[src/hdl/sha512_pkg.sv]
package sha512_pkg;

    typedef struct packed {
        logic [63:0] word;
        logic [3:0]  nbytes;
        logic        last;
    } req_t;

    typedef enum logic [2:0] {
        ST_IDLE,
        ST_LOAD,
        ST_PAD,
        ST_ROUND,
        ST_FOLD,
        ST_EMIT
    } core_state_t;

    localparam logic [60:0] TOTAL_MAX = {61{1'b1}};
    localparam logic [7:0]  PAD_BYTE = 8'h80;

    localparam logic [63:0] INIT_H [8] = '{
        64'h6a09e667f3bcc908, 64'hbb67ae8584caa73b, 64'h3c6ef372fe94f82b,
        64'ha54ff53a5f1d36f1, 64'h510e527fade682d1, 64'h9b05688c2b3e6c1f,
        64'h1f83d9abfb41bd6b, 64'h5be0cd19137e2179
    };

    localparam logic [63:0] ROUND_K [80] = '{
        64'h428a2f98d728ae22, 64'h7137449123ef65cd, 64'hb5c0fbcfec4d3b2f, 64'he9b5dba58189dbbc,
        64'h3956c25bf348b538, 64'h59f111f1b605d019, 64'h923f82a4af194f9b, 64'hab1c5ed5da6d8118,
        64'hd807aa98a3030242, 64'h12835b0145706fbe, 64'h243185be4ee4b28c, 64'h550c7dc3d5ffb4e2,
        64'h72be5d74f27b896f, 64'h80deb1fe3b1696b1, 64'h9bdc06a725c71235, 64'hc19bf174cf692694,
        64'he49b69c19ef14ad2, 64'hefbe4786384f25e3, 64'h0fc19dc68b8cd5b5, 64'h240ca1cc77ac9c65,
        64'h2de92c6f592b0275, 64'h4a7484aa6ea6e483, 64'h5cb0a9dcbd41fbd4, 64'h76f988da831153b5,
        64'h983e5152ee66dfab, 64'ha831c66d2db43210, 64'hb00327c898fb213f, 64'hbf597fc7beef0ee4,
        64'hc6e00bf33da88fc2, 64'hd5a79147930aa725, 64'h06ca6351e003826f, 64'h142929670a0e6e70,
        64'h27b70a8546d22ffc, 64'h2e1b21385c26c926, 64'h4d2c6dfc5ac42aed, 64'h53380d139d95b3df,
        64'h650a73548baf63de, 64'h766a0abb3c77b2a8, 64'h81c2c92e47edaee6, 64'h92722c851482353b,
        64'ha2bfe8a14cf10364, 64'ha81a664bbc423001, 64'hc24b8b70d0f89791, 64'hc76c51a30654be30,
        64'hd192e819d6ef5218, 64'hd69906245565a910, 64'hf40e35855771202a, 64'h106aa07032bbd1b8,
        64'h19a4c116b8d2d0c8, 64'h1e376c085141ab53, 64'h2748774cdf8eeb99, 64'h34b0bcb5e19b48a8,
        64'h391c0cb3c5c95a63, 64'h4ed8aa4ae3418acb, 64'h5b9cca4f7763e373, 64'h682e6ff3d6b2b8a3,
        64'h748f82ee5defb2fc, 64'h78a5636f43172f60, 64'h84c87814a1f0ab72, 64'h8cc702081a6439ec,
        64'h90befffa23631e28, 64'ha4506cebde82bde9, 64'hbef9a3f7b2c67915, 64'hc67178f2e372532b,
        64'hca273eceea26619c, 64'hd186b8c721c0c207, 64'heada7dd6cde0eb1e, 64'hf57d4f7fee6ed178,
        64'h06f067aa72176fba, 64'h0a637dc5a2c898a6, 64'h113f9804bef90dae, 64'h1b710b35131c471b,
        64'h28db77f523047d84, 64'h32caab7b40c72493, 64'h3c9ebe0a15c9bebc, 64'h431d67c49c100d4c,
        64'h4cc5d4becb3e42b6, 64'h597f299cfc657e2a, 64'h5fcb6fab3ad6faec, 64'h6c44198c4a475817
    };

    function automatic logic [63:0] rotr(input logic [63:0] x, input int n);
        rotr = (x >> n) | (x << (64 - n));
    endfunction

endpackage

[src/hdl/sha512_front.sv]
module sha512_front
    import sha512_pkg::*;
(
    input  logic        clk,
    input  logic        rst_n,
    input  logic        valid,
    output logic        ready,
    input  logic [63:0] message_word,
    input  logic [3:0]  valid_bytes,
    input  logic        last,
    output logic        q_valid,
    input  logic        q_ready,
    output req_t        q_data
);

    logic       wr_reg, rd_reg;
    logic [1:0] cnt_reg;
    req_t       slot_reg [2];
    logic [3:0] n_clip;
    logic       push;

    // clip the byte count and drop empty words that do not end a message
    assign n_clip = (valid_bytes > 4'd8) ? 4'd8 : valid_bytes;
    assign push = valid && ready && (n_clip != 4'd0 || last);
    assign ready = (cnt_reg != 2'd2);
    assign q_valid = (cnt_reg != 2'd0);
    assign q_data = slot_reg[rd_reg];

    // store the request payload
    always_ff @(posedge clk)
    begin
        if (push)
            slot_reg[wr_reg] <= '{word: message_word, nbytes: n_clip, last: last};
    end

    // advance queue pointers and occupancy
    always_ff @(posedge clk or negedge rst_n)
    begin
        if (!rst_n)
        begin
            wr_reg <= 1'b0;
            rd_reg <= 1'b0;
            cnt_reg <= '0;
        end
        else
        begin
            if (push)
                wr_reg <= ~wr_reg;
            if (q_valid && q_ready)
                rd_reg <= ~rd_reg;
            cnt_reg <= cnt_reg + {1'b0, push} - {1'b0, (q_valid && q_ready)};
        end
    end

endmodule

[config.mk]
export PLATFORM = sky130hd
export DESIGN_NAME = sha512_front
export DESIGN_NICKNAME = d
export VERILOG_FILES = /design/src/hdl/sha512_pkg.sv /design/src/hdl/sha512_front.sv
export SDC_FILE = /design/constraint.sdc
export NUM_CORES = 1
export LEC_CHECK = 0
export ABC_AREA = 1
export ABC_CLOCK_PERIOD_IN_PS = 5600
export BUFFER_PORTS_ARGS = -buffer_cell sky130_fd_sc_hd__buf_2
export CAP_MARGIN = 20
export CORE_UTILIZATION = 52
export CTS_CLUSTER_SIZE = 30
export DETAILED_ROUTE_END_ITERATION = 10
export PLACE_DENSITY = 0.79
export SYNTH_ARGS = -nofsm -noshare
export SYNTH_HDL_FRONTEND = slang
export SYNTH_SLANG_ARGS = --single-unit
export TNS_END_PERCENT = 1
[constraint.sdc]
create_clock -name clk -period 5.6 [get_ports clk]
set_input_delay 0.28 -clock clk [delete_from_list [all_inputs] [get_ports clk]]
set_output_delay 0.28 -clock clk [all_outputs]
set_load 0.1 [all_outputs]
Word-level counts from Yosys, hierarchy flattened:

Memories as Yosys holds them, arrays and structs flattened.
Index checks and enable logic that the tools add are counted.

* output and inout port bits: 71
* bits in latches: 0
* input port bits: 73
* logic and storage cells: 19
* bits in writable memories: 138
* memories kept: 1
* flip-flop bits (word level): 4
* bits in read-only memories: 0

* reduce and logical (&&, ||, !) cells: 6
* $add $sub $neg: 2
* $mul: 0
* equal/unequal tests: 1
* muxes and demuxes: 3
* $lt $le $gt $ge: 1
* bitwise gates (word level): 2
* divide/modulo/power cells: 0
* shift-type cells: 0

Memory list
* slot_reg: words 2, bits a word 69, rd ports 1, clocked after memory_dff 0, wr ports 1, line sha512_front.sv:18 `req_t slot_reg [2];`

Operators with widths (count)
* greater-than comparator 4 bit (second input constant): 1
* two-way mux 4 bit: 1
* nonzero test 4 bit: 1
* logical AND 1 bit: 3
* adder 2 x 1 -> 2 bit: 1
* two-way mux 1 bit: 2
* != test 2 bit (second input constant): 1
* NOT 1 bit: 2
* nonzero test 2 bit: 1
* subtractor 2 x 1 -> 2 bit: 1
* logical OR 1 bit: 1

Longest topological paths before layout:

Gate-level depths: netlist (run 1).

* depth after elaboration: 7
* gate-level depth with buffers: 7
* depth with buffers taken out: 7

Worst setup path after synthesis (run 1):

OpenSTA, ideal clock, no wires.

* kind: flip-flop to flip-flop
* start: register cnt_reg[1]
* end: memory slot_reg[1][0] (netlist bit), enable pin
* library setup time: 0.496 ns
* required time: 5.104 ns
* buffers on the path: 0
* arrival: 3.566 ns
* stages on the path, launching flop included: 4
* clock period less this slack: 4.062 ns
* slack: 1.538 ns
* cells stage by stage: dfrtp_1 -> a21boi_1 -> nand2_1 -> nor2_1

* cells in the longest elaborated chain, start to end: 5

Ends and longest elaborated chain
* start: declaration: line sha512_front.sv:17 `logic [1:0] cnt_reg;`
* start signal: assignment: line sha512_front.sv:51 `cnt_reg <= cnt_reg + {1'b0, push} - {1'b0, (q_valid && q_ready)};`
* != test 2 bit: line sha512_front.sv:25 `assign ready = (cnt_reg != 2'd2);`
* logical AND 1 bit (2 in series): line sha512_front.sv:24 `assign push = valid && ready && (n_clip != 4'd0 || last);`
* two-way mux 1 bit: line sha512_front.sv:32 `if (push)`
* two-way mux 1 bit (implied by the code): line sha512_front.sv:33 `slot_reg[wr_reg] <= '{word: message_word, nbytes: n_clip, last: last};`
* end: declaration: line sha512_front.sv:18

Every way passes these cells.

==> results of run 1 <==
## worst register-to-register path: stages (launching register included)
cell and delay (ps):
dfrtp_1 420, a21boi_1 230, nand2_1 170, nor2_4 680, buf_4 610
## cells in the final DEF (no fill, tap or decap), drive strengths merged
cell,Yosys,layout
clkinvlp,0,5
dlygate4sd3,0,67
xnor2,2,2
bufinv,0,2
buf,15,146
clkinv,0,7
edfxtp,138,138
ha,2,2
clkbuf,1,17
inv,7,8
or2,1,1
nand3,2,2
nor2,4,4
nand2,213,213
a21boi,3,3
xor2,1,1
dfrtp,4,4
## worst paths after layout
kind                                   end  slack (ps)       start  depth (start not counted)
setup / recovery                q_data[49]        3100      rd_reg                          4
hold / removal                      rd_reg          40     q_ready                          3
setup reg to reg           slot_reg[1][53]        3100  cnt_reg[1]                          4
hold reg to reg                     wr_reg         490      wr_reg                          2
max in group asynchronous           rd_reg        5370       rst_n                          2
min in group asynchronous       cnt_reg[0]          90       rst_n                          2
## per-layer routing
metal / global-route usage [%] / vias up / part of all wire, %
li1: - / 1753 / -
met4: 11.05 / 0 / 1.8
met3: 5.492 / 20 / 5.7
met2: 37.13 / 135 / 52
met1: 24.54 / 1667 / 40
met5: 0 / - / 0
## kinds of logic after synthesis
logic type,share of synthesized area (%)
XOR/XNOR,0.4957
adder cells (fa/ha/maj),0.4720
AO/OA/AOI/OAI,0.4248
AND/OR/NAND/NOR,15.77
buffers and inverters,2.785
flip-flops,80.06
## repair_timing
action	in CTS	in global routing
endpoints found under the hold margin	136	0
hold buffers	67	0
setup buffers	0	0
setup endpoints to repair	0	0
## cell type report
| type | count | area share [%] |
|---|---|---|
| tap | 133 | 2.271 |
| sequential | 142 | 57.93 |
| clock inverter | 15 | 2.015 |
| inverter | 7 | 0.3927 |
| clock buffer | 17 | 5.651 |
| multi-input combinational | 228 | 12.51 |
| timing repair buffer | 213 | 19.22 |
## per-stage QoR
step | setup slack [ps] | hold slack (ps) | instances
floorplan | 1538 | -15.59 | 393
global placement | 3189 | 89.99 | 656
detailed placement | 3107 | 91.87 | 656
CTS | 3052 | 12.65 | 755
global route | 2937 | 34.00 | 755
finish | 3096 | 36.23 | 755
==> results by group, run 1 <==
Clocking
  • Cell at the root of the clock tree: clkbuf_8
  • Number of H-tree levels: 4
  • Maximum clock insertion buffer count: 2
  • Clock input transition at the sequential cells of the worst setup and hold paths: 60 ps
  • CTS tree: done
  • Number of buffers inserted during clock tree synthesis: 17
  • Clock net sink count: 142
  • Insertion delay of the later-clocked pin in the worst-skew pair: 520 ps
  • Number of cells upsized or downsized after cts: 0

Synth
  • Number of warnings issued by yosys: 0
  • Count of flip-flops with a built-in enable after synthesis: 138
  • Library cells used by synthesis: 18
  • Post-Syn Area per Cell: 13.49 sq um
  • Register bit count reported by yosys: 142
  • Prevailing post-synth register cell: edfxtp_1
  • Top cell type by total area after synthesis: edfxtp_1
  • Proportion of synthesized flip-flops having asynchronous set or reset: 2.817%
  • Register area share after synthesis: 80.06%
  • Nets in the synthesized netlist: 468
  • Most frequently used cell type in the post-synthesis netlist: nand2_1
  • Cell count after synthesis: 393
  • Area contributors post-synth: edfxtp_1 (78%), nand2_1 (15%), dfrtp_1 (1.9%), buf_4 (0.85%), buf_6 (0.85%)
  • Summed instance area of the synthesized netlist: 5301 sq um
  • Leading post-synthesis cells by instance count: nand2_1 (212), edfxtp_1 (138), buf_4 (6), inv_1 (6), buf_2 (5)
  • Share of the synthesized area in the top cell type: 78.17%

Floorplan
  • Width of the chip: 103.0 microns
  • Total die area: 10600 sq um
  • Area of the core: 9819 sq um
  • Vertical die dimension: 103.0 microns
  • Number of top-level pins: 144
  • Floorplan row count: 36
  • Starting utilization of the core area: 53.99%

Drt
  • Number of violations reported at the end of detailed-routing iteration 0: 135
  • Detailed-routing iteration count for the pre-antenna-repair pass: 4
  • Final wirelength: 10890 microns
  • DR WL/cell: 14.42 microns
  • Total DRC errors in the routed layout: 0
  • Number of nets with antenna violations after routing: 0
  • Vias after detailed routing: 3575
  • Routed via count divided by cell count: 4.735

Placed design
  • Post-place instance area: 6096 sq um
  • DP Wirelength: 6066 microns
  • Placer Congestion: 0.7351
  • Count of buffers from port buffering: 143

STA
  • Count of final hold-check violations: 0
  • Total Negative Setup Slacks: 0 ps
  • Tcrit/Tclk final: 44.72%
  • Number of max-slew violations in the final report: 0
  • Max Clk Rate: 399.3 MHz
  • Count of final setup violators: 0
  • Unrepaired setup endpoints after global routing: no
  • Shortest period the worst path allows: 2504 ps
  • Worst-margin pin slew: 851.6 ps
  • Clock Skews: 5.114 ps
  • Worst slew margin relative to its limit: 43.10%

Finish
  • Number of nets at the end of the flow: 684
  • Synth-to-Final Area Change: 38.23%
  • Share of cells above drive strength 1: 29.42%
  • Fraction of the core area covered by cells at the end of the flow: 74.63%
  • Number of filler instances in the final layout: 636
  • Flip-flop count of the largest register, all copies and words added: 138
  • Combined flip-flop and latch cell area: 4245 sq um
  • Antenna diodes: 0
  • Area occupied by multi-input gates: 917.1 sq um
  • Area of all placed cells without fillers: 7328 sq um

Setup path
  • Library cell contributing the largest single delay on the critical path: buf_4
  • Sum of buffers and inverters on the critical path: 2
  • Crit Path Class: reg2out
  • Worst-path maximum fanout: 69
  • Most prevalent standard cell on the critical path: nand2_1
  • Setup crit end kind: output pin
  • Kind of cell adding the most delay to the critical path: buffers and inverters
  • Worst endpoint required time: 5320 ps
  • Sequence of cells on the critical path: buf_4 -> nand2_1 -> nand2_1 -> buf_2
  • Nature of the critical path startpoint: flop
  • Data arrival time of the critical path: 2220 ps
  • Peak per-stage delay on the critical path: 590 ps

Min path
  • Class of the tightest hold or removal check: in2reg

GRT
  • First-pass GRT wire length: 16410 microns
  • GRT Residual Overflow: 0
  • Vias in the first global route: 3604
  • Maximum number of pins on one net before global-route repair: 71
  • Number of antenna violations at the first check in global routing: 0
  • Overall routing resource usage: 21.38%

Job
  • Max-capacitance violation count: 0

Outcome
  • Status: completed
Power of run 1 is left out: the tool's default activity adds up to more than one toggle a clock period on the data nets, which glitch-free logic cannot reach.
==> inputs of run 2 (changes only) <==
Settings changed: ABC_CLOCK_PERIOD_IN_PS 5600 to 2200, CORE_UTILIZATION 52 to 47, PLACE_DENSITY 0.79 to 0.76.
Clock period 5.6 ns to 2.2 ns, I/O delays scaled along.
==> run 2 against run 1 <==
Register-to-register slack got worse by 2600 ps. Critical path type unchanged. Global-route usage increased by 0.51 points. Hold slack improved by 18 ps. Critical endpoint is now q_data[64].
==> results by group, run 2 (synthesis gave the netlist of run 1 again) <==
Clocking
  • Number of cells upsized or downsized after cts: 0
  • Clock input transition at the sequential cells of the worst setup and hold paths: 50 ps
  • Insertion delay of the later-clocked pin in the worst-skew pair: 400 ps
  • CTS tree: done
  • Number of H-tree levels: 4
  • Number of post-CTS setup repair buffers: 0
  • Number of buffers inserted during clock tree synthesis: 17
  • Cell at the root of the clock tree: clkbuf_16
  • Clock net sink count: 142
  • Maximum clock insertion buffer count: 2

GRT
  • Maximum number of pins on one net before global-route repair: 71
  • GRT Residual Overflow: 0
  • First-pass GRT wire length: 18530 microns
  • Number of antenna violations at the first check in global routing: 0
  • Overall routing resource usage: 21.89%
  • Vias in the first global route: 3816

STA
  • Number of max-slew violations in the final report: 0
  • Max Clk Rate: 492.9 MHz
  • Min setup slack post-route: 171.1 ps
  • Tcrit/Tclk final: 92.22%
  • Worst hold margin: 53.91 ps
  • Shortest period the worst path allows: 2029 ps
  • Count of final hold-check violations: 0
  • Count of final setup violators: 0
  • Worst slew margin relative to its limit: 49.11%
  • Total Negative Setup Slacks: 0 ps
  • Clock Skews: 10.91 ps
  • Worst-margin pin slew: 763.4 ps
  • Unrepaired setup endpoints after global routing: no

Setup path
  • Data arrival time of the critical path: 1920 ps
  • Worst-path maximum fanout: 69
  • Most prevalent standard cell on the critical path: nand2_1
  • Sequence of cells on the critical path: buf_4 -> nand2_1 -> nand2_1 -> buf_12
  • Crit Path Class: reg2out
  • Kind of cell adding the most delay to the critical path: buffers and inverters
  • Nature of the critical path startpoint: flop
  • Peak per-stage delay on the critical path: 590 ps
  • Worst endpoint required time: 2090 ps
  • Setup crit end kind: output pin
  • Sum of buffers and inverters on the critical path: 2
  • Flop2flop setup slack: 500 ps
  • Library cell contributing the largest single delay on the critical path: buf_4

Finish
  • Synth-to-Final Area Change: 59.36%
  • Flip-flop count of the largest register, all copies and words added: 138
  • Leading cell type in the layout, fill and taps excluded: nand2_1
  • Antenna diodes: 0
  • Area of all placed cells without fillers: 8448 sq um
  • Share of cells above drive strength 1: 28.85%
  • Number of nets at the end of the flow: 687
  • Commonest cells after routing, fill and taps aside: nand2_1 (212), edfxtp_1 (138), buf_2 (74)

Outcome
  • Status: completed

Floorplan
  • Width of the chip: 108.2 microns
  • Number of top-level pins: 144
  • Vertical die dimension: 108.2 microns
  • Area of the core: 10940 sq um
  • Starting utilization of the core area: 48.48%
  • Total die area: 11710 sq um
  • Floorplan row count: 38

Drt
  • Vias after detailed routing: 3644
  • Detailed-routing iteration count for the pre-antenna-repair pass: 5
  • Total DRC errors in the routed layout: 0
  • Number of violations reported at the end of detailed-routing iteration 0: 243
  • Routed via count divided by cell count: 4.770
  • Number of nets with antenna violations after routing: 0
  • Final wirelength: 11880 microns
  • DR WL/cell: 15.54 microns

Placed design
  • DP Wirelength: 6510 microns
  • Count of buffers from port buffering: 143
  • Post-place instance area: 7168 sq um
  • Placer Congestion: 0.7087
  • Pre-CTS setup slack: 467.8 ps

Min path
  • Class of the tightest hold or removal check: in2async

Job
  • Max-capacitance violation count: 0
-- run 2: worst paths after layout --
check / from / end / cells after the start
min: rst_n / cnt_reg[1] / 2
max in group asynchronous: rst_n / rd_reg / 2
min in group clk: valid_bytes[2] / slot_reg[0][3] / 3
max: rd_reg / q_data[64] / 4
min reg2reg: wr_reg / wr_reg / 2
max reg2reg: cnt_reg[1] / slot_reg[1][1] / 4
-- run 2: area by class of cell --
type                    instances  area, sq um
clock buffers                  18        429.2
clock inverters                13        170.2
fillers                       619         2487
inverters                       7        28.78
multi-input cells             228        917.1
flip-flops and latches        142         4245
well taps                     140        175.2
repair buffers                216         2482
-- run 2: per-stage QoR --
step,instances,utilization (%)
finish,764,77.25
global route,764,77.25
CTS,764,77.25
detailed placement,665,65.55
global placement,665,65.55
floorplan,393,-
-- run 2: routing by layer --
layer | up-vias | share of wire, % | track usage, %
li1 | 1767 | - | -
met1 | 1741 | 40 | 24.43
met2 | 128 | 55 | 39.31
met3 | 8 | 4.4 | 5.847
met4 | 0 | 0.93 | 9.295
met5 | - | 0 | 0
-- run 2: worst register-to-register path, delay by kind of cell, from the launching register on --
| family | cells | cell delay (ps) |
|---|---|---|
| AO/OA/AOI/OAI | 1 | 230 |
| buffers and inverters | 1 | 390 |
| flip-flops | 1 | 420 |
| AND/OR/NAND/NOR | 2 | 300 |
-- run 2: repair_timing --
item	4_1_cts	5_1_grt
hold buffers	68	0
setup endpoints to repair	0	0
endpoints found under the hold margin	137	0
Power of run 2 is left out for the same reason.
